File: src/hw/rtl/sfd_pkg.sv
// ----------------------------------------------------------------------------
// sfd_pkg
// Shared constants, register indexes and the CRC-8 byte update for the
// stuffed frame decoder.
// ----------------------------------------------------------------------------
package sfd_pkg;

    localparam int BYTE_W    = 8;
    localparam int CFG_IDX_W = 3;
    localparam int FLEN_W    = 6;   // width of the frame length result field
    localparam int DIDX_W    = 5;   // width of the data index result field

    // Configuration register indexes
    localparam logic [CFG_IDX_W-1:0] CFG_NODE_ADDR  = 3'd0;
    localparam logic [CFG_IDX_W-1:0] CFG_BCAST_ADDR = 3'd1;
    localparam logic [CFG_IDX_W-1:0] CFG_START_BYTE = 3'd2;
    localparam logic [CFG_IDX_W-1:0] CFG_ESC_BYTE   = 3'd3;
    localparam logic [CFG_IDX_W-1:0] CFG_ESC_MASK   = 3'd4;
    localparam logic [CFG_IDX_W-1:0] CFG_CRC_POLY   = 3'd5;

    // Register values after reset
    localparam logic [BYTE_W-1:0] RST_NODE_ADDR  = 8'd1;
    localparam logic [BYTE_W-1:0] RST_BCAST_ADDR = 8'd255;
    localparam logic [BYTE_W-1:0] RST_START_BYTE = 8'd126;
    localparam logic [BYTE_W-1:0] RST_ESC_BYTE   = 8'd125;
    localparam logic [BYTE_W-1:0] RST_ESC_MASK   = 8'd32;
    localparam logic [BYTE_W-1:0] RST_CRC_POLY   = 8'd7;

    localparam logic [BYTE_W-1:0] CRC_INIT  = 8'h00;
    localparam logic [BYTE_W-1:0] NO_DATA   = 8'h00;

    // Fold one byte into an MSB-first CRC-8
    function automatic logic [BYTE_W-1:0] crc8_update(
        input logic [BYTE_W-1:0] crc,
        input logic [BYTE_W-1:0] data,
        input logic [BYTE_W-1:0] poly
    );
        logic [BYTE_W-1:0] c;
        c = crc ^ data;
        for (int k = 0; k < BYTE_W; k++) begin
            if (c[BYTE_W-1]) begin
                c = {c[BYTE_W-2:0], 1'b0} ^ poly;
            end else begin
                c = {c[BYTE_W-2:0], 1'b0};
            end
        end
        return c;
    endfunction

endpackage

File: src/hw/rtl/sfd_ram.sv
// ----------------------------------------------------------------------------
// sfd_ram
// Simple dual-port RAM: one write port, one read port with registered data.
// ----------------------------------------------------------------------------
module sfd_ram #(
    parameter int WIDTH = 8,
    parameter int DEPTH = 64
) (
    input  logic                     i_clk,
    input  logic                     i_we,
    input  logic [$clog2(DEPTH)-1:0] i_waddr,
    input  logic [WIDTH-1:0]         i_wdata,
    input  logic                     i_re,
    input  logic [$clog2(DEPTH)-1:0] i_raddr,
    output logic [WIDTH-1:0]         o_rdata
);

    logic [WIDTH-1:0] r_mem [DEPTH];
    logic [WIDTH-1:0] r_rdata;

    // Write and registered read
    always_ff @(posedge i_clk) begin
        if (i_we) begin
            r_mem[i_waddr] <= i_wdata;
        end
        if (i_re) begin
            r_rdata <= r_mem[i_raddr];
        end
    end

    assign o_rdata = r_rdata;

endmodule

File: src/hw/rtl/sfd_desc_fifo.sv
// ----------------------------------------------------------------------------
// sfd_desc_fifo
// Two-entry queue of frame descriptors between the parser and the emitter.
// ----------------------------------------------------------------------------
module sfd_desc_fifo #(
    parameter int WIDTH = 16
) (
    input  logic             i_clk,
    input  logic             i_rst_n,
    input  logic             i_push,
    input  logic [WIDTH-1:0] i_data,
    input  logic             i_pop,
    output logic             o_empty,
    output logic [WIDTH-1:0] o_data
);

    logic [WIDTH-1:0] r_mem [2];
    logic             r_wptr;
    logic             r_rptr;
    logic [1:0]       r_count;
    logic [1:0]       n_count;

    assign o_empty = (r_count == 2'd0);
    assign o_data  = r_mem[r_rptr];

    // Track the fill level
    always_comb begin
        n_count = r_count + {1'b0, i_push} - {1'b0, i_pop};
    end

    // Hold entries and advance the pointers
    always_ff @(posedge i_clk) begin
        if (!i_rst_n) begin
            r_wptr  <= 1'b0;
            r_rptr  <= 1'b0;
            r_count <= 2'd0;
        end else begin
            if (i_push) begin
                r_wptr <= ~r_wptr;
            end
            if (i_pop) begin
                r_rptr <= ~r_rptr;
            end
            r_count <= n_count;
        end
    end

    always_ff @(posedge i_clk) begin
        if (i_push) begin
            r_mem[r_wptr] <= i_data;
        end
    end

endmodule

File: src/hw/rtl/sfd_frame_parser.sv
// ----------------------------------------------------------------------------
// sfd_frame_parser
// Front end: holds the configuration registers, removes byte stuffing, walks
// the frame fields, checks the CRC and writes the payload into one of two
// RAM banks. A good frame leaves a descriptor in the queue.
// ----------------------------------------------------------------------------
module sfd_frame_parser
    import sfd_pkg::*;
#(
    parameter int MAX_PAYLOAD = 32,
    localparam int LEN_W  = $clog2(MAX_PAYLOAD + 1),
    localparam int IDX_W  = (MAX_PAYLOAD > 1) ? $clog2(MAX_PAYLOAD) : 1,
    localparam int ADDR_W = IDX_W + 1,
    localparam int DESC_W = 1 + LEN_W + BYTE_W
) (
    input  logic                 i_clk,
    input  logic                 i_rst_n,
    input  logic [BYTE_W-1:0]    i_rx_byte,
    input  logic                 i_push,
    output logic                 o_full,
    input  logic                 i_cfg_wr_en,
    input  logic [CFG_IDX_W-1:0] i_cfg_index,
    input  logic [BYTE_W-1:0]    i_cfg_data,
    input  logic                 i_release,
    output logic                 o_desc_push,
    output logic [DESC_W-1:0]    o_desc,
    output logic                 o_ram_we,
    output logic [ADDR_W-1:0]    o_ram_waddr,
    output logic [BYTE_W-1:0]    o_ram_wdata
);

    typedef enum logic [2:0] {
        P_WAIT,
        P_ADDR,
        P_CMD,
        P_LEN,
        P_DATA,
        P_CRC
    } t_phase;

    typedef struct packed {
        logic              bank;
        logic [LEN_W-1:0]  len;
        logic [BYTE_W-1:0] cmd;
    } t_desc;

    // Configuration registers
    logic [BYTE_W-1:0] r_node_addr;
    logic [BYTE_W-1:0] r_bcast_addr;
    logic [BYTE_W-1:0] r_start_byte;
    logic [BYTE_W-1:0] r_esc_byte;
    logic [BYTE_W-1:0] r_esc_mask;
    logic [BYTE_W-1:0] r_crc_poly;

    // Parser state
    t_phase            r_phase,  n_phase;
    logic              r_esc,    n_esc;
    logic              r_len_hi, n_len_hi;
    logic [BYTE_W-1:0] r_len_lo, n_len_lo;
    logic [LEN_W-1:0]  r_len,    n_len;
    logic [LEN_W-1:0]  r_cnt,    n_cnt;
    logic [BYTE_W-1:0] r_crc,    n_crc;
    logic [BYTE_W-1:0] r_cmd,    n_cmd;
    logic              r_bank,   n_bank;
    logic [1:0]        r_owned,  n_owned;

    logic              w_accept;
    logic              w_proc;
    logic [BYTE_W-1:0] w_ub;
    logic [BYTE_W-1:0] w_crc_nx;
    logic [LEN_W-1:0]  w_cnt_inc;
    logic              w_good;
    t_desc             w_desc;

    // Both banks held by frames not yet drained: stall the line
    assign o_full   = (r_owned == 2'd2);
    assign w_accept = i_push && !o_full;

    // Strip stuffing: decide whether the byte enters the frame and its value
    always_comb begin
        w_proc = 1'b0;
        w_ub   = i_rx_byte;
        if (w_accept && (i_rx_byte != r_start_byte) && (r_phase != P_WAIT)) begin
            if (r_esc) begin
                w_ub   = i_rx_byte ^ r_esc_mask;
                w_proc = 1'b1;
            end else if (i_rx_byte != r_esc_byte) begin
                w_proc = 1'b1;
            end
        end
    end

    assign w_crc_nx  = crc8_update(r_crc, w_ub, r_crc_poly);
    assign w_cnt_inc = r_cnt + LEN_W'(1);

    // Walk the frame fields
    always_comb begin
        n_phase  = r_phase;
        n_esc    = r_esc;
        n_len_hi = r_len_hi;
        n_len_lo = r_len_lo;
        n_len    = r_len;
        n_cnt    = r_cnt;
        n_crc    = r_crc;
        n_cmd    = r_cmd;
        n_bank   = r_bank;
        w_good   = 1'b0;
        o_ram_we = 1'b0;

        if (w_accept) begin
            if (i_rx_byte == r_start_byte) begin
                // Resynchronize on every start byte
                n_phase  = P_ADDR;
                n_esc    = 1'b0;
                n_len_hi = 1'b0;
                n_cnt    = '0;
                n_crc    = CRC_INIT;
            end else if (r_phase != P_WAIT) begin
                if (r_esc) begin
                    n_esc = 1'b0;
                end else if (i_rx_byte == r_esc_byte) begin
                    n_esc = 1'b1;
                end
            end
        end

        if (w_proc) begin
            unique case (r_phase)
                P_ADDR: begin
                    if (w_ub == r_node_addr || w_ub == r_bcast_addr) begin
                        n_crc   = w_crc_nx;
                        n_phase = P_CMD;
                    end else begin
                        n_phase = P_WAIT;
                        n_crc   = CRC_INIT;
                    end
                end
                P_CMD: begin
                    n_cmd   = w_ub;
                    n_crc   = w_crc_nx;
                    n_phase = P_LEN;
                end
                P_LEN: begin
                    n_crc = w_crc_nx;
                    if (!r_len_hi) begin
                        n_len_lo = w_ub;
                        n_len_hi = 1'b1;
                    end else begin
                        n_len_hi = 1'b0;
                        if (w_ub == NO_DATA && r_len_lo == NO_DATA) begin
                            n_phase = P_CRC;
                        end else if (w_ub == NO_DATA
                                     && r_len_lo <= BYTE_W'(MAX_PAYLOAD)) begin
                            n_len   = r_len_lo[LEN_W-1:0];
                            n_phase = P_DATA;
                        end else begin
                            // Oversize frame: drop it
                            n_phase = P_WAIT;
                            n_crc   = CRC_INIT;
                        end
                    end
                end
                P_DATA: begin
                    n_crc    = w_crc_nx;
                    o_ram_we = 1'b1;
                    n_cnt    = w_cnt_inc;
                    if (w_cnt_inc >= r_len) begin
                        n_phase = P_CRC;
                    end
                end
                P_CRC: begin
                    n_phase = P_WAIT;
                    n_crc   = CRC_INIT;
                    if (r_crc == w_ub) begin
                        w_good = 1'b1;
                        n_bank = ~r_bank;
                    end
                end
                default: begin
                    n_phase = P_WAIT;
                end
            endcase
        end
    end

    // Count banks held by queued or draining frames
    always_comb begin
        n_owned = r_owned + {1'b0, w_good} - {1'b0, i_release};
    end

    assign w_desc.bank  = r_bank;
    assign w_desc.len   = r_cnt;
    assign w_desc.cmd   = r_cmd;
    assign o_desc       = w_desc;
    assign o_desc_push  = w_good;
    assign o_ram_waddr  = {r_bank, r_cnt[IDX_W-1:0]};
    assign o_ram_wdata  = w_ub;

    // Hold parser state and configuration
    always_ff @(posedge i_clk) begin
        if (!i_rst_n) begin
            r_phase      <= P_WAIT;
            r_esc        <= 1'b0;
            r_len_hi     <= 1'b0;
            r_len_lo     <= '0;
            r_len        <= '0;
            r_cnt        <= '0;
            r_crc        <= CRC_INIT;
            r_cmd        <= '0;
            r_bank       <= 1'b0;
            r_owned      <= 2'd0;
            r_node_addr  <= RST_NODE_ADDR;
            r_bcast_addr <= RST_BCAST_ADDR;
            r_start_byte <= RST_START_BYTE;
            r_esc_byte   <= RST_ESC_BYTE;
            r_esc_mask   <= RST_ESC_MASK;
            r_crc_poly   <= RST_CRC_POLY;
        end else begin
            r_phase  <= n_phase;
            r_esc    <= n_esc;
            r_len_hi <= n_len_hi;
            r_len_lo <= n_len_lo;
            r_len    <= n_len;
            r_cnt    <= n_cnt;
            r_crc    <= n_crc;
            r_cmd    <= n_cmd;
            r_bank   <= n_bank;
            r_owned  <= n_owned;
            if (i_cfg_wr_en) begin
                unique case (i_cfg_index)
                    CFG_NODE_ADDR:  r_node_addr  <= i_cfg_data;
                    CFG_BCAST_ADDR: r_bcast_addr <= i_cfg_data;
                    CFG_START_BYTE: r_start_byte <= i_cfg_data;
                    CFG_ESC_BYTE:   r_esc_byte   <= i_cfg_data;
                    CFG_ESC_MASK:   r_esc_mask   <= i_cfg_data;
                    CFG_CRC_POLY:   r_crc_poly   <= i_cfg_data;
                    default: ;
                endcase
            end
        end
    end

endmodule

File: src/hw/rtl/sfd_result_emitter.sv
// ----------------------------------------------------------------------------
// sfd_result_emitter
// Back end: takes one frame descriptor at a time and reads its payload bank
// out of the RAM, one result per transfer.
// ----------------------------------------------------------------------------
module sfd_result_emitter
    import sfd_pkg::*;
#(
    parameter int MAX_PAYLOAD = 32,
    localparam int LEN_W  = $clog2(MAX_PAYLOAD + 1),
    localparam int IDX_W  = (MAX_PAYLOAD > 1) ? $clog2(MAX_PAYLOAD) : 1,
    localparam int ADDR_W = IDX_W + 1,
    localparam int DESC_W = 1 + LEN_W + BYTE_W
) (
    input  logic              i_clk,
    input  logic              i_rst_n,
    input  logic              i_desc_empty,
    input  logic [DESC_W-1:0] i_desc,
    output logic              o_desc_pop,
    output logic              o_rd_en,
    output logic [ADDR_W-1:0] o_rd_addr,
    input  logic [BYTE_W-1:0] i_rd_data,
    output logic              o_release,
    output logic              empty,
    input  logic              pop,
    output logic [BYTE_W-1:0] o_command,
    output logic [FLEN_W-1:0] o_frame_length,
    output logic              o_has_data,
    output logic [BYTE_W-1:0] o_data_byte,
    output logic [DIDX_W-1:0] o_data_index,
    output logic              o_last
);

    typedef enum logic {
        B_IDLE,
        B_OUT
    } t_bstate;

    typedef struct packed {
        logic              bank;
        logic [LEN_W-1:0]  len;
        logic [BYTE_W-1:0] cmd;
    } t_desc;

    t_bstate           r_state;
    logic              r_bank;
    logic [LEN_W-1:0]  r_len;
    logic [BYTE_W-1:0] r_cmd;
    logic [IDX_W-1:0]  r_idx;

    t_desc                    w_desc;
    logic                     w_take;
    logic                     w_last;
    logic [LEN_W-1:0]         w_idx_ext;
    logic [LEN_W+FLEN_W-1:0]  w_len_wide;
    logic [IDX_W+DIDX_W-1:0]  w_idx_wide;

    assign w_desc    = i_desc;
    assign empty     = (r_state != B_OUT);
    assign w_take    = pop && (r_state == B_OUT);
    assign w_idx_ext = LEN_W'(r_idx);
    assign w_last    = (r_len == '0) || (w_idx_ext + LEN_W'(1) == r_len);

    // Issue payload reads: first byte on load of a non-empty frame, next byte on each transfer but the last
    always_comb begin
        o_desc_pop = (r_state == B_IDLE) && !i_desc_empty;
        o_release  = w_take && w_last;
        o_rd_en    = 1'b0;
        o_rd_addr  = {r_bank, r_idx};
        if (o_desc_pop) begin
            o_rd_en   = (w_desc.len != '0);
            o_rd_addr = {w_desc.bank, {IDX_W{1'b0}}};
        end else if (w_take && !w_last) begin
            o_rd_en   = 1'b1;
            o_rd_addr = {r_bank, r_idx + IDX_W'(1)};
        end
    end

    // Hold the active frame and advance through its payload
    always_ff @(posedge i_clk) begin
        if (!i_rst_n) begin
            r_state <= B_IDLE;
            r_bank  <= 1'b0;
            r_len   <= '0;
            r_cmd   <= '0;
            r_idx   <= '0;
        end else begin
            unique case (r_state)
                B_IDLE: begin
                    if (o_desc_pop) begin
                        r_bank  <= w_desc.bank;
                        r_len   <= w_desc.len;
                        r_cmd   <= w_desc.cmd;
                        r_idx   <= '0;
                        r_state <= B_OUT;
                    end
                end
                B_OUT: begin
                    if (w_take) begin
                        if (w_last) begin
                            r_state <= B_IDLE;
                        end else begin
                            r_idx <= r_idx + IDX_W'(1);
                        end
                    end
                end
                default: begin
                    r_state <= B_IDLE;
                end
            endcase
        end
    end

    // Drive the result fields, truncated to their port widths
    assign w_len_wide     = {{FLEN_W{1'b0}}, r_len};
    assign w_idx_wide     = {{DIDX_W{1'b0}}, r_idx};
    assign o_command      = r_cmd;
    assign o_frame_length = w_len_wide[FLEN_W-1:0];
    assign o_has_data     = (r_len != '0);
    assign o_data_byte    = o_has_data ? i_rd_data : NO_DATA;
    assign o_data_index   = w_idx_wide[DIDX_W-1:0];
    assign o_last         = w_last;

endmodule

File: src/hw/rtl/stuffed_frame_decoder_crc8.sv
// ----------------------------------------------------------------------------
// stuffed_frame_decoder_crc8
// Byte-stuffed frame decoder with CRC-8 check. One received line byte is
// accepted per cycle while full is low. A frame whose CRC matches reaches the
// result side through the descriptor queue and the emitter state register
// when that side is idle, and comes out as one result per payload byte (one
// empty result for a zero-length frame), one result per cycle while pop is
// held, with an idle state between frames, read from a payload RAM with
// registered read. The RAM has two banks of MAX_PAYLOAD bytes: full rises
// once two good frames are waiting or draining and falls in the cycle after
// the last result of the older one is popped. The payload RAM needs no
// clearing after reset.
// ----------------------------------------------------------------------------
module stuffed_frame_decoder_crc8
    import sfd_pkg::*;
#(
    parameter int MAX_PAYLOAD = 32
) (
    input  logic                 i_clk,
    input  logic                 i_rst_n,
    input  logic                 push,
    output logic                 full,
    input  logic [BYTE_W-1:0]    i_rx_byte,
    input  logic                 i_cfg_wr_en,
    input  logic [CFG_IDX_W-1:0] i_cfg_index,
    input  logic [BYTE_W-1:0]    i_cfg_data,
    output logic                 empty,
    input  logic                 pop,
    output logic [BYTE_W-1:0]    o_command,
    output logic [FLEN_W-1:0]    o_frame_length,
    output logic                 o_has_data,
    output logic [BYTE_W-1:0]    o_data_byte,
    output logic [DIDX_W-1:0]    o_data_index,
    output logic                 o_last
);

    localparam int LEN_W  = $clog2(MAX_PAYLOAD + 1);
    localparam int IDX_W  = (MAX_PAYLOAD > 1) ? $clog2(MAX_PAYLOAD) : 1;
    localparam int ADDR_W = IDX_W + 1;
    localparam int DEPTH  = 1 << ADDR_W;
    localparam int DESC_W = 1 + LEN_W + BYTE_W;

    logic              w_release;
    logic              w_desc_push;
    logic [DESC_W-1:0] w_desc_in;
    logic              w_desc_pop;
    logic              w_desc_empty;
    logic [DESC_W-1:0] w_desc_out;
    logic              w_ram_we;
    logic [ADDR_W-1:0] w_ram_waddr;
    logic [BYTE_W-1:0] w_ram_wdata;
    logic              w_ram_re;
    logic [ADDR_W-1:0] w_ram_raddr;
    logic [BYTE_W-1:0] w_ram_rdata;

    sfd_frame_parser #(
        .MAX_PAYLOAD (MAX_PAYLOAD)
    ) u_parser (
        .i_clk       (i_clk),
        .i_rst_n     (i_rst_n),
        .i_rx_byte   (i_rx_byte),
        .i_push      (push),
        .o_full      (full),
        .i_cfg_wr_en (i_cfg_wr_en),
        .i_cfg_index (i_cfg_index),
        .i_cfg_data  (i_cfg_data),
        .i_release   (w_release),
        .o_desc_push (w_desc_push),
        .o_desc      (w_desc_in),
        .o_ram_we    (w_ram_we),
        .o_ram_waddr (w_ram_waddr),
        .o_ram_wdata (w_ram_wdata)
    );

    sfd_ram #(
        .WIDTH (BYTE_W),
        .DEPTH (DEPTH)
    ) u_payload_ram (
        .i_clk   (i_clk),
        .i_we    (w_ram_we),
        .i_waddr (w_ram_waddr),
        .i_wdata (w_ram_wdata),
        .i_re    (w_ram_re),
        .i_raddr (w_ram_raddr),
        .o_rdata (w_ram_rdata)
    );

    sfd_desc_fifo #(
        .WIDTH (DESC_W)
    ) u_desc_fifo (
        .i_clk   (i_clk),
        .i_rst_n (i_rst_n),
        .i_push  (w_desc_push),
        .i_data  (w_desc_in),
        .i_pop   (w_desc_pop),
        .o_empty (w_desc_empty),
        .o_data  (w_desc_out)
    );

    sfd_result_emitter #(
        .MAX_PAYLOAD (MAX_PAYLOAD)
    ) u_emitter (
        .i_clk          (i_clk),
        .i_rst_n        (i_rst_n),
        .i_desc_empty   (w_desc_empty),
        .i_desc         (w_desc_out),
        .o_desc_pop     (w_desc_pop),
        .o_rd_en        (w_ram_re),
        .o_rd_addr      (w_ram_raddr),
        .i_rd_data      (w_ram_rdata),
        .o_release      (w_release),
        .empty          (empty),
        .pop            (pop),
        .o_command      (o_command),
        .o_frame_length (o_frame_length),
        .o_has_data     (o_has_data),
        .o_data_byte    (o_data_byte),
        .o_data_index   (o_data_index),
        .o_last         (o_last)
    );

endmodule

File: config.mk
export PLATFORM = sky130hd
export DESIGN_NAME = stuffed_frame_decoder_crc8
export DESIGN_NICKNAME = d
export VERILOG_FILES = /design/src/hw/rtl/sfd_pkg.sv /design/src/hw/rtl/sfd_ram.sv /design/src/hw/rtl/sfd_desc_fifo.sv /design/src/hw/rtl/sfd_frame_parser.sv /design/src/hw/rtl/sfd_result_emitter.sv /design/src/hw/rtl/stuffed_frame_decoder_crc8.sv
export SDC_FILE = /design/constraint.sdc
export NUM_CORES = 1
export LEC_CHECK = 0
export BUFFER_PORTS_ARGS = -buffer_cell sky130_fd_sc_hd__buf_2
export CAP_MARGIN = 30
export CELL_PAD_IN_SITES_DETAIL_PLACEMENT = 1
export CELL_PAD_IN_SITES_GLOBAL_PLACEMENT = 1
export CORE_AREA = 2 2 258 260
export DETAILED_ROUTE_END_ITERATION = 8
export DIE_AREA = 0 0 260 262
export PLACE_DENSITY = 0.78
export SYNTH_ARGS = -nofsm -noshare
export SYNTH_HDL_FRONTEND = slang
export SYNTH_HIERARCHICAL = 1
export SYNTH_SLANG_ARGS = --single-unit
File: constraint.sdc
create_clock -name i_clk -period 7.5 [get_ports i_clk]
set_input_delay 1.5 -clock i_clk [delete_from_list [all_inputs] [get_ports i_clk]]
set_output_delay 1.5 -clock i_clk [all_outputs]
set_load 0.005 [all_outputs]
After elaboration in Yosys (flattened, before gate mapping)
Memories as Yosys holds them, arrays and structs flattened. A register that Yosys moved wholly into a read port is not among the register bits. Cells that the tools add are included. W data, S select, Z words.

Output and inout bits: 31. Memory bits (writable): 542. Input bits: 24. Logic and storage cells: 177. Bits in registers: 117. Memories kept: 2.

Equality and inequality tests: 22. Bitwise gates (word level): 16. Mux-type cells: 67. Add/sub/neg operators: 7. Reductions and logical operators: 37. Order comparisons: 2.

Memory list: u_payload_ram.r_mem (words 64, width 8, rd ports 1, clocked after memory_dff 1, write ports 1, line sfd_ram.sv:18) `logic [WIDTH-1:0] r_mem [DEPTH];`; u_desc_fifo.r_mem (words 2, width 15, rd ports 1, clocked after memory_dff 1, write ports 1, line sfd_desc_fifo.sv:17) `logic [WIDTH-1:0] r_mem [2];`.

Operators by type and width (count): $mux W8 (18); $xor A8 B8 Y8 (10); $eq A8 B8 Y1 (5); $pmux W8 S4 (1); $mux W6 (5); $mux W1 (28); $mux W3 (7); $mux W5 (4); $reduce_and A2 Y1 (9); $logic_not A8 Y1 (2); $ne A8 B8 Y1 (2); $eq A3 B2 Y1 const B (4); $eq A3 B3 Y1 const B (4); $pmux W3 S4 (1); $reduce_bool A6 Y1 (2); $pmux W5 S2 (1); $logic_and A1 B1 Y1 (9); $reduce_and A3 Y1 (3); $le A8 B6 Y1 const B (1); $add A5 B1 Y6 const B (1); $add A6 B1 Y6 const B (1); $eq A3 B1 Y1 const B (2); $eq A6 B6 Y1 (1); $ge A6 B6 Y1 (1); 18 further kinds (29).

Longest topological paths before layout
Gate-level depths: netlist of run 1.

Word-level depth: 28. Gate-level depth with buffers: 18. Mapped depth without buffers: 15.

By module
The synthesis of run 1 kept the hierarchy.

Modules (own cells, without submodules): sfd_ram (times used 1, cells each 940, area an instance 20246.9 um^2, sequential area each 15615.0 um^2); sfd_frame_parser (times used 1, cells each 790, area an instance 6359.8 um^2, sequential area each 1841.8 um^2); sfd_desc_fifo (times used 1, cells each 67, area an instance 1357.6 um^2, sequential area each 1001.0 um^2); sfd_result_emitter (times used 1, cells each 143, area an instance 1118.6 um^2, sequential area each 420.4 um^2).

Worst setup path after synthesis of run 1
No wires, ideal clock.

Path type: input to register. Start point: input i_rx_byte[5]. End point: register u_parser.r_crc[2]. Required time: 7.383 ns. Cell stages on the path: 18. Slack: 1.788 ns. Arrival: 5.595 ns. Library setup time: 0.117 ns. Path buffers: 3. Cells stage by stage: buf_4 xnor2_2 nand4_2 o211ai_4 xnor2_1 buf_6 a21oi_1 or3_1 a31o_1 buf_6 a31o_1 or3_4 a211o_1 a211o_1 a311oi_4 o21ai_1 xnor3_1 a22o_1.

Longest elaborated chain between the ends: 25. Elaborated cells on any way between the ends: 42. Those cells by class: 5 x eq/ne; 21 x mux; 10 x bitwise; 6 x reduce/logical.

RTL lines: start, declared (line stuffed_frame_decoder_crc8.sv:23) `input logic [BYTE_W-1:0] i_rx_byte,`; $ne A8 B8 Y1 (line sfd_frame_parser.sv:83) `if (w_accept && (i_rx_byte != r_start_byte) && (r_phase != P_WAIT)) begin`; $logic_and A1 B1 Y1 (2 in a row) (line sfd_frame_parser.sv:83); $mux W8 (line sfd_frame_parser.sv:83); $xor A8 B8 Y8 (line sfd_pkg.sv:39) `c = crc ^ data;`; $xor A8 B8 Y8 (line sfd_pkg.sv:42) `c = {c[BYTE_W-2:0], 1'b0} ^ poly;`; $mux W8 (line sfd_pkg.sv:41) `if (c[BYTE_W-1]) begin`; $xor A8 B8 Y8 (line sfd_pkg.sv:42); $mux W8 (line sfd_pkg.sv:41); [... 8 more ...]; $mux W8 / $xor A8 B8 Y8 (equally long branches) (line sfd_pkg.sv:41, sfd_pkg.sv:42); $xor A8 B8 Y8 / $mux W8 (equally long branches) (line sfd_pkg.sv:42, sfd_pkg.sv:41); $mux W8 (line sfd_pkg.sv:41); $mux W8 (line sfd_frame_parser.sv:152) `end else if (w_ub == NO_DATA`; $mux W8 (line sfd_frame_parser.sv:150) `if (w_ub == NO_DATA && r_len_lo == NO_DATA) begin`; $mux W8 (line sfd_frame_parser.sv:145) `if (!r_len_hi) begin`; $pmux W8 S4 (line sfd_frame_parser.sv:128) `unique case (r_phase)`; $mux W8 * (line sfd_frame_parser.sv:127) `if (w_proc) begin`; end signal, assigned (line sfd_frame_parser.sv:225) `r_crc <= n_crc;`; end, declared (line sfd_frame_parser.sv:62) `logic [BYTE_W-1:0] r_crc, n_crc;`.

Mark *: on every way between the ends. The rest lies on a longest branch, timed or not. A chain may end at the register's enable or synchronous reset.

Worst setup path in the final report of run 1
Start point: input i_rx_byte[5]. End point: register u_parser.r_crc[6].

Longest elaborated chain between the ends: 25. Elaborated cells on any way between the ends: 42. Those cells by class: 5 x eq/ne; 21 x mux; 10 x bitwise; 6 x reduce/logical.

RTL lines (line): $ne A8 B8 Y1 (sfd_frame_parser.sv:83); $logic_and A1 B1 Y1 (2 in a row) (sfd_frame_parser.sv:83); $mux W8 (sfd_frame_parser.sv:83); $xor A8 B8 Y8 (sfd_pkg.sv:39); $xor A8 B8 Y8 (sfd_pkg.sv:42); $mux W8 (sfd_pkg.sv:41); $mux W8 / $xor A8 B8 Y8 (equally long branches) (sfd_pkg.sv:41, sfd_pkg.sv:42); $xor A8 B8 Y8 / $mux W8 (equally long branches) (sfd_pkg.sv:42, sfd_pkg.sv:41); [... 8 more ...]; $mux W8 / $xor A8 B8 Y8 (equally long branches) (sfd_pkg.sv:41, sfd_pkg.sv:42); $xor A8 B8 Y8 / $mux W8 (equally long branches) (sfd_pkg.sv:42, sfd_pkg.sv:41); $mux W8 (sfd_pkg.sv:41); $mux W8 (sfd_frame_parser.sv:152); $mux W8 (sfd_frame_parser.sv:150); $mux W8 (sfd_frame_parser.sv:145); $pmux W8 S4 (sfd_frame_parser.sv:128); $mux W8 * (sfd_frame_parser.sv:127).

Marked as above.

==> impl_metrics.env, run 1 <==
export IMPL_portBuffers=54
export IMPL_arrival_ns=6.28
export IMPL_postRouteWirelength_um=74300
export IMPL_cp_max_fo=8
export IMPL_reg_top3="u_payload_ram/r_mem x512, u_desc_fifo/r_mem x30"
export IMPL_vias=17200
export IMPL_detail_route_antenna_nets=0
export IMPL_setup_violations_final=0
export IMPL_area_delta_synth_final_pct=11.3
export IMPL_cp_start_kind="input port"
export IMPL_endpoint="u_parser/r_crc[6]"
export IMPL_async_flop_share_pct=0
export IMPL_post_cts_buffers=0
export IMPL_synth_top_cell_area_share_pct=56.8
export IMPL_die_y_um=262
export IMPL_clock_skew_ns=0.0229
export IMPL_grt_pass1_vias=18300
export IMPL_reg2reg_slack_ns=2.04
export IMPL_p_leak_nw=10.5
export IMPL_synth_main_ff_cell="edfxtp_1"
export IMPL_p_per_area_nw_per_um2=234
export IMPL_floorplan_initialDensity_pct=44.6
export IMPL_drive_gt1_share_pct=19.4
export IMPL_dp_hpwl_um=48600
export IMPL_synth_edff_count=550
export IMPL_clock_fmax_mhz=173
export IMPL_ys_warn_count=6
export IMPL_netlist_top_cells_area="edfxtp_1, mux4_2, dfxtp_1, nand2_1, xnor2_1"
export IMPL_grtUsageTotal_pct=22.1
export IMPL_irDropWorstVdd_v=0.000188
export IMPL_dpl_cell_count=2784
export IMPL_largest_reg_flops=512
export IMPL_cts_resized=0
export IMPL_clock_latency_ns=0.61
export IMPL_critPathLaunch="i_rx_byte[5]"
export IMPL_drc=0
export IMPL_grt_overflow=0
export IMPL_pre_cts_ws_ns=1.14
export IMPL_timing_final_ws_setup_ns=1.71
export IMPL_ys_seq_elements=668
export IMPL_cts_tree="built"
export IMPL_clk_transition_reported_paths_ns=0.06
export IMPL_hold_buffers=0
export IMPL_syn_avg_cell_area_um2=15.0
export IMPL_gp_congestion=0.822
export IMPL_first_iter_violations=1410
export IMPL_cp_slowest_stage_delay_ns=0.67
export IMPL_synth_top_area_cell="edfxtp_1"
export IMPL_worstPathCellList="buf_2, xnor2_2, nand4_2, o211ai_2, xnor2_1, o221ai_1, nor3_2, nor4bb_1, a31o_1, or3_4, a2111o_1, a22oi_1, o2111a_2, o21ai_1, xnor3_1, a22o_1"
export IMPL_period_minus_slack_ns=5.79
export IMPL_maxCapViolations=0
export IMPL_final_cells=2905
export IMPL_synth_area_um2=29100
export IMPL_cp_slowest_cell="xnor2_1"
export IMPL_vias_per_cell=5.91
export IMPL_worstMarginPinSlew_ns=1.03
export IMPL_crit_cells=16
export IMPL_crit_buf_inv=1
export IMPL_grt_pass1_wl_um=114000
export IMPL_timing_final_crit_share_pct=77.2
export IMPL_synth_seq_area_share_pct=64.9
export IMPL_final_cell_mix="edfxtp_1, nand2_1, mux4_2"
export IMPL_numCtsBuffers=68
export IMPL_outcome="finished, final reports clean"
export IMPL_ys_types=90
export IMPL_required_ns=7.99
export IMPL_syn_nets=1976
export IMPL_wl_per_cell_um=25.6
export IMPL_nets=2028
export IMPL_n_antenna_cell=0
export IMPL_slew_headroom_pct=30.9
export IMPL_cpLargestDelayFamily="compound AO/OA/AOI/OAI gates"
export IMPL_clock_path_buffers=3
export IMPL_antenna_found_initial=0
export IMPL_rsz0062_at_grt="false"
export IMPL_htree_levels=3
export IMPL_reg2reg_from="u_parser/r_phase[0]"
export IMPL_row_count=94
export IMPL_die_area_um2=68100
export IMPL_ioPinCount=55
export IMPL_grt_max_degree=99
export IMPL_clock_sinks=668
export IMPL_r2r_cells=15
export IMPL_regMostFlops="u_payload_ram/r_mem"
export IMPL_r2r_end="u_parser/r_crc[6]"
export IMPL_tns_ns=0
export IMPL_hold_class="reg2reg"
export IMPL_hold_viol=0
export IMPL_final_common_cell="edfxtp_1"
export IMPL_core_area_um2=65300
export IMPL_power_total_w=0.00758
export IMPL_synth_cells=1940
export IMPL_firstDrtPassIters=5
export IMPL_critical_path_class="in2reg"
export IMPL_cts_root_buf="clkbuf_16"
export IMPL_slew_violations=0
export IMPL_endpoint_kind="register"
export IMPL_fp_dieW_um=260
[per-layer routing]
layer	wire length, um	track usage (%)	vias up
met5	0	0	-
met4	2250	8.37	0
met3	4130	3.09	140
met2	38300	38.5	578
met1	29600	28.1	8920
li1	-	-	7518
[cells in the mapped netlist, types with 14 or more instances]
cell,n
nand2_1,233
a21boi_0,27
a21oi_1,46
xnor2_1,55
edfxtp_1,550
nand3_1,58
dfxtp_1,118
mux2i_1,34
o21ai_0,22
mux4_2,126
buf_4,22
xor2_1,31
o211a_1,14
mux2_2,18
nor3_1,20
buf_2,23
o21ai_1,14
clkbuf_1,53
nand2b_1,15
inv_1,27
nor2_1,116
and2_1,24
nor2b_1,35
[worst reg2reg max path, cell delays in order, from the launching register on]
cell and delay (ns):
dfxtp_1 0.59, or3_1 0.20, and4_4 0.31, o211ai_2 0.16, xnor2_1 0.67, o221ai_1 0.33
nor3_2 0.40, nor4bb_1 0.12, a31o_1 0.26, or3_4 0.41, a2111o_1 0.46, a22oi_1 0.38
o2111a_2 0.35, o21ai_1 0.11, xnor3_1 0.41, a22o_1 0.20
[layout make-up]
| type | instances | area [um2] |
|---|---|---|
| sequential | 668 | 18900 |
| inverter | 29 | 109 |
| timing repair buffer | 97 | 759 |
| fill | 6271 | 32900 |
| tap | 864 | 1080 |
| clock buffer | 86 | 1800 |
| multi-input combinational | 1128 | 9480 |
| clock inverter | 33 | 278 |
[through the flow]
stage / area [um2] / utilization, % / hold WS [ns]
floorplan: 29100 / - / 0.425
global placement: 30100 / 46.1 / 0.444
detailed placement: 30300 / 46.4 / 0.454
CTS: 32300 / 49.5 / 0.470
global route: 32400 / 49.6 / 0.481
finish: 32400 / 49.6 / 0.466
[how the worst min path moves through the flow]
| stage | start | end | slack (ns) | cells past startpoint |
|---|---|---|---|---|
| 6_report | u_emitter/o_command[1] | u_emitter/o_command[1] | 0.47 | 2 |
| 5_1_grt | u_parser/r_cmd[0] | u_desc_fifo/r_mem[1][0] | 0.48 | 0 |
| 4_1_cts | u_emitter/o_command[0] | u_emitter/o_command[0] | 0.47 | 2 |
| 3_5_place_dp | u_parser/r_cmd[5] | u_desc_fifo/r_mem[0][5] | 0.45 | 0 |
| 3_3_place_gp | u_parser/r_cmd[5] | u_desc_fifo/r_mem[0][5] | 0.44 | 0 |
| 2_1_floorplan | u_parser/r_cmd[5] | u_desc_fifo/r_mem[0][5] | 0.42 | 0 |
[where the power goes]
| group | internal (W) | total (W) | switching (W) |
|---|---|---|---|
| sequential | 0.00402 | 0.00403 | 0.0000163 |
| clock | 0.00181 | 0.00323 | 0.00142 |
| combinational | 0.000120 | 0.000320 | 0.000199 |
| total | 0.00595 | 0.00758 | 0.00163 |
[cell families (layout without fill, tap and decap cells)]
family                   Yosys count  count (layout)  synth area share, %
AO/OA/AOI/OAI                    252             252                 6.50
XOR/XNOR                         107             107                 4.07
adder cells (fa/ha/maj)           12              12                0.516
buffers and inverters            144             245                 2.64
flip-flops                       668             668                 64.9
multiplexers                     188             188                 12.1
AND/OR/NAND/NOR                  569             569                 9.22
Power figures use the tool's default switching activity.
==> run 2, diff against run 1 <==
ABC_AREA = 1   (was not set)
CORE_AREA = 2 2 261 263   (was 2 2 258 260)
DIE_AREA = 0 0 263 265   (was 0 0 260 262)
PLACE_DENSITY = 0.82   (was 0.78)
clock period = 5.37 ns   (was 7.5 ns; I/O delays follow)
==> run 2 against run 1 <==
Net effect: flip-flop and latch count unchanged; worst hold slack worse by 0.021 ns; power up 100%; largest cell class unchanged; count of clock-buffer cells in the layout up 8; core utilization down 0.57 points; critical endpoint is now u_parser/r_crc[5].
==> impl_metrics.env, run 2 <==
export IMPL_cts_root_buf="clkbuf_16"
export IMPL_syn_nets=2981
export IMPL_required_ns=5.89
export IMPL_clock_skew_ns=0.0212
export IMPL_cp_slowest_stage_delay_ns=0.22
export IMPL_yosysMostFrequentCell="nand2_1"
export IMPL_cp_max_fo=14
export IMPL_post_route_util_pct=49.0
export IMPL_vias_per_cell=5.64
export IMPL_ys_warn_count=6
export IMPL_largest_reg_flops=512
export IMPL_synth_top_area_cell="edfxtp_1"
export IMPL_p_leak_nw=12.4
export IMPL_wl_per_cell_um=22.2
export IMPL_nets=2994
export IMPL_drc=0
export IMPL_die_y_um=265
export IMPL_gp_congestion=0.843
export IMPL_postRouteWirelength_um=86200
export IMPL_hold_viol=0
export IMPL_crit_path_frequent_cell="nand2_4"
export IMPL_grt_max_degree=142
export IMPL_regMostFlops="u_payload_ram/r_mem"
export IMPL_core_area_um2=66800
export IMPL_setup_violations_final=0
export IMPL_cp_slowest_cell="nand2_2"
export IMPL_htree_levels=3
export IMPL_synth_seq_area_share_pct=63.3
export IMPL_irDropWorstVdd_v=0.000274
export IMPL_fin_worst_hold_slack_ns=0.445
export IMPL_area_delta_synth_final_pct=9.76
export IMPL_period_minus_slack_ns=4.47
export IMPL_drive_gt1_share_pct=9.58
export IMPL_clock_fmax_mhz=224
export IMPL_portBuffers=54
export IMPL_maxCapViolations=0
export IMPL_antenna_found_initial=0
export IMPL_grt_overflow=0
export IMPL_row_count=95
export IMPL_synth_common_cells="nand2_1, edfxtp_1, nand3_1"
export IMPL_p_per_area_nw_per_um2=463
export IMPL_firstDrtPassIters=7
export IMPL_vias=21900
export IMPL_synth_edff_count=550
export IMPL_async_flop_share_pct=0
export IMPL_rsz0062_at_grt="false"
export IMPL_grt_pass1_vias=23600
export IMPL_outcome="finished, final reports clean"
export IMPL_dp_hpwl_um=53700
export IMPL_synth_main_ff_cell="edfxtp_1"
export IMPL_die_area_um2=69700
export IMPL_ys_seq_elements=668
export IMPL_numCtsBuffers=70
export IMPL_hold_buffers=0
export IMPL_ioPinCount=55
export IMPL_clock_path_buffers=3
export IMPL_final_common_cell="nand2_1"
export IMPL_clk_transition_reported_paths_ns=0.06
export IMPL_tns_ns=0
export IMPL_cp_start_kind="input port"
export IMPL_worstMarginPinSlew_ns=1.02
export IMPL_grt_pass1_wl_um=134000
export IMPL_synth_top_cell_area_share_pct=55.3
export IMPL_synth_area_um2=29800
export IMPL_reg_top3="u_payload_ram/r_mem x512, u_desc_fifo/r_mem x30"
export IMPL_clock_latency_ns=0.62
export IMPL_netlist_top_cells_area="edfxtp_1, nand2_1, nand3_1, dfxtp_1, nor2_1"
export IMPL_first_iter_violations=1901
export IMPL_cts_resized=0
export IMPL_syn_avg_cell_area_um2=10.1
export IMPL_post_cts_buffers=0
export IMPL_endpoint_kind="register"
export IMPL_clock_sinks=668
export IMPL_arrival_ns=5.00
export IMPL_detail_route_antenna_nets=0
export IMPL_slew_violations=0
export IMPL_final_cell_mix="nand2_1, edfxtp_1, nand3_1"
export IMPL_cts_tree="built"
export IMPL_ys_types=50
export IMPL_critical_path_class="in2reg"
export IMPL_synth_cells=2945
export IMPL_timing_final_crit_share_pct=83.3
export IMPL_slew_headroom_pct=31.7
export IMPL_grtUsageTotal_pct=24.7
export IMPL_hold_class="reg2reg"
export IMPL_fp_dieW_um=263
export IMPL_floorplan_initialDensity_pct=44.7
export IMPL_n_antenna_cell=0
-- run 2: changes by cell type in the layout (fill, tap and decap cells not counted), sizes merged, moves of 14 or more --
cell / change
xnor2: -35
nor2b: -35
mux4: -126
a21boi: -25
nor2: +56
mux2i: -34
o21ai: +44
nand2: +704
nand3: +485
o211a: -14
and2: -24
inv: +132
nand2b: -15
-- run 2: logic make-up (layout without fill, tap and decap cells) --
group | count (synthesis) | after routing | synth area share, %
flip-flops | 668 | 668 | 63.3
adder cells (fa/ha/maj) | 12 | 12 | 0.503
AND/OR/NAND/NOR | 1707 | 1707 | 25.0
multiplexers | 15 | 15 | 0.692
AO/OA/AOI/OAI | 164 | 164 | 3.01
XOR/XNOR | 64 | 64 | 1.93
buffers and inverters | 315 | 386 | 5.59
-- run 2: final cells by class --
| type | instances | area (um2) |
|---|---|---|
| tap | 873 | 1090 |
| clock buffer | 94 | 1880 |
| fill | 7373 | 34000 |
| timing repair buffer | 96 | 638 |
| multi-input combinational | 1962 | 9300 |
| inverter | 160 | 616 |
| clock inverter | 36 | 352 |
| sequential | 668 | 18900 |
-- run 2: final timing paths --
path	from	endpoint	depth (start not counted)	slack, ns
setup / recovery	i_rx_byte[5]	u_parser/r_crc[5]	33	0.90
hold / removal	u_parser/r_cmd[7]	u_desc_fifo/r_mem[0][7]	0	0.45
setup reg to reg	u_parser/r_phase[1]	u_parser/r_crc[5]	28	0.94
hold reg to reg	u_parser/r_cmd[7]	u_desc_fifo/r_mem[0][7]	0	0.45
-- run 2: critical path, delay by kind of cell --
kind                   cells  cell delay (ns)
AOI/OAI and AO/OA          1             0.13
and+or+nand+nor           28             3.29
buffers and inverters      4             0.48
-- run 2: layer usage --
metal | vias to the layer above | part of all wire, % | global-route usage (%)
met2 | 640 | 51 | 44.4
met4 | 0 | 3.6 | 10.3
met1 | 11100 | 40 | 29.6
met3 | 196 | 5.5 | 3.80
li1 | 10100 | - | -
met5 | - | 0 | 0
-- run 2: power breakdown --
part / internal, W / switching (W) / leakage (nW)
clock network: 0.00270 / 0.00208 / 1.09
registers: 0.00578 / 0.000127 / 5.90
logic: 0.00126 / 0.00323 / 5.43
-- run 2: stage by stage --
| stage | total power [W] | area (um2) | setup slack (ns) | cells |
|---|---|---|---|---|
| 3_5_place_dp | 0.0104 | 30500 | 0.268 | 3758 |
| 5_1_grt | 0.0159 | 32800 | 0.439 | 3889 |
| 6_report | 0.0152 | 32800 | 0.896 | 3889 |
| 4_1_cts | 0.0152 | 32700 | 0.875 | 3888 |
| 2_1_floorplan | 0.00920 | 29800 | 0.891 | 2945 |
| 3_3_place_gp | 0.0101 | 30500 | 0.470 | 3756 |
==> run 3, diff against run 2 <==
ABC_AREA = 0   (was 1)
CORE_AREA = 2 2 258 260   (was 2 2 261 263)
DIE_AREA = 0 0 260 262   (was 0 0 263 265)
PLACE_DENSITY = 0.78   (was 0.82)
clock period = 4.6 ns   (was 5.37 ns; I/O delays follow)
==> run 3 against run 2 <==
Net effect: core utilization rose by 2.7 points; worst setup slack worse by 0.80 ns; design area increased by 3.1%; via count down 18%; wire length is 8.0% lower; critical path depth shrank 16; clock power increased by 11%; register-to-register slack worse by 0.82 ns; sequential power up 11%; count of clock-buffer cells in the layout shrank 1; combinational power is 87% lower; global-route usage fell by 1.1 points; largest cell class unchanged; highest routed layer unchanged.
==> impl_metrics.env, run 3 (same netlist as run 1, synthesis figures left out) <==
export IMPL_holdPathStages=0
export IMPL_r2r_cells=16
export IMPL_arrival_ns=5.01
export IMPL_wl_per_cell_um=25.8
export IMPL_grt_overflow=0
export IMPL_drive_gt1_share_pct=25.4
export IMPL_firstDrtPassIters=5
export IMPL_cts_root_buf="clkbuf_16"
export IMPL_grtUsageMet2_pct=41.5
export IMPL_clock_latency_ns=0.63
export IMPL_irDropWorstVdd_v=0.000224
export IMPL_portBuffers=54
export IMPL_die_y_um=262
export IMPL_numCtsBuffers=68
export IMPL_endpoint_kind="register"
export IMPL_cellInternalPower_w=0.00981
export IMPL_required_ns=5.11
export IMPL_first_iter_violations=1493
export IMPL_nets=2192
export IMPL_vias=18000
export IMPL_gp_congestion=0.842
export IMPL_regMostFlops="u_payload_ram/r_mem"
export IMPL_use_met1_pct=29.4
export IMPL_p_per_area_nw_per_um2=369
export IMPL_clock_skew_ns=0.0308
export IMPL_p_leak_nw=11.4
export IMPL_grtUsageTotal_pct=23.6
export IMPL_hold_class="reg2reg"
export IMPL_htree_levels=3
export IMPL_clock_path_buffers=3
export IMPL_fill_cells=6345
export IMPL_final_common_cell="edfxtp_1"
export IMPL_slew_headroom_pct=38.7
export IMPL_outcome="finished, final reports clean"
export IMPL_cts_tree="built"
export IMPL_period_minus_slack_ns=4.50
export IMPL_grt_max_degree=68
export IMPL_clock_fmax_mhz=222
export IMPL_cp_start_kind="input port"
export IMPL_p_sw_w=0.00266
export IMPL_gr_usage_met3_pct=3.61
export IMPL_clock_sinks=668
export IMPL_area_delta_synth_final_pct=16.1
export IMPL_ioPinCount=55
export IMPL_dp_hpwl_um=53000
export IMPL_final_area_um2=33800
export IMPL_placed_area_um2=31500
export IMPL_grt_pass1_vias=19500
export IMPL_fin_worst_hold_slack_ns=0.459
export IMPL_drc=0
export IMPL_floorplan_initialDensity_pct=44.6
export IMPL_reg_top3="u_payload_ram/r_mem x512, u_desc_fifo/r_mem x30"
export IMPL_busiest_layer="met2"
export IMPL_row_count=94
export IMPL_postRouteWirelength_um=79300
export IMPL_grt_pass1_wl_um=121000
export IMPL_rsz0062_at_grt="true"
export IMPL_setup_violations_final=0
export IMPL_vias_per_cell=5.86
export IMPL_clk_transition_reported_paths_ns=0.06
export IMPL_final_cell_mix="edfxtp_1, nand2_1, buf_4"
export IMPL_die_area_um2=68100
export IMPL_largest_reg_flops=512
export IMPL_clkPwrFrac_pct=42.5
export IMPL_hold_viol=0
export IMPL_timing_final_ws_setup_ns=0.0985
export IMPL_n_antenna_cell=0
export IMPL_pwr_share_seq_pct=52.7
export IMPL_p_sw_share_pct=21.4
export IMPL_antenna_found_initial=0
export IMPL_fp_dieW_um=260
export IMPL_worstMarginPinSlew_ns=0.919
export IMPL_slew_violations=0
export IMPL_timing_final_crit_share_pct=97.9
export IMPL_p_comb_share_pct=4.8
export IMPL_critical_path_class="in2reg"
export IMPL_core_area_um2=65300
export IMPL_cp_max_fo=8
export IMPL_detail_route_antenna_nets=0
export IMPL_pre_cts_ws_ns=-0.624
export IMPL_power_total_w=0.0125
export IMPL_hold_buffers=0
export IMPL_maxCapViolations=0
## run 3: final timing paths
path / start / to / slack [ns]
max reg2reg: u_parser/r_phase[1] / u_parser/r_crc[6] / 0.12
min reg2reg: u_parser/r_cmd[4] / u_desc_fifo/r_mem[1][4] / 0.46
min: u_parser/r_cmd[4] / u_desc_fifo/r_mem[1][4] / 0.46
max: i_rx_byte[1] / u_parser/r_crc[6] / 0.1
## run 3: final cells by class
cell class / instances / area (um2) / area share, %
Timing Repair Buffer: 261 / 1990 / 5.89
Tap cell: 864 / 1080 / 3.20
Multi-Input combinational cell: 1128 / 9610 / 28.4
Sequential cell: 668 / 18900 / 55.9
Clock buffer: 93 / 1860 / 5.50
Clock inverter: 31 / 249 / 0.737
Inverter: 29 / 109 / 0.322
## run 3: per-stage QoR
step                TNS [ns]  util [%]  instances
detailed placement     -4.63      48.3       2946
floorplan              -1.53         -       1940
finish                     0      51.7       3074
global route         -0.0862      51.7       3074
CTS                        0      51.6       3070
global placement       -2.59      48.3       2946
## run 3: critical path, cell delays in order
cell      delay, ns
buf_2          0.12
xnor2_2        0.22
nand4_4        0.20
buf_4          0.20
o211ai_2       0.23
xnor2_2        0.16
a211o_1        0.29
a311oi_4       0.39
nor4bb_1       0.12
a31o_1         0.25
or3_4          0.36
a2111o_1       0.41
and4_4         0.20
o2111a_2       0.33
o21ai_1        0.17
xnor3_1        0.25
a22o_1         0.19
## run 3: metal layers
layer | up-vias | routed length [um] | part of all wire [%]
met5 | - | 0 | 0
met4 | 0 | 2680 | 3.4
met3 | 157 | 4290 | 5.4
met2 | 603 | 41100 | 52
met1 | 9430 | 31300 | 39
li1 | 7832 | - | -
## run 3: power by group through the flow
| stage | logic, W | registers (W) | clock network (W) |
|---|---|---|---|
| global placement | 0.000552 | 0.00670 | 0 |
| floorplan | 0.000380 | 0.00669 | 0 |
| CTS | 0.000592 | 0.00657 | 0.00540 |
| finish | 0.000604 | 0.00657 | 0.00530 |
| global route | 0.000648 | 0.00657 | 0.00561 |
| detailed placement | 0.000589 | 0.00670 | 0 |
## run 3: timing repair
action,4_1_cts,5_1_grt
resized for setup,0,15
endpoints found under the setup margin,0,10
buffers inserted,0,3
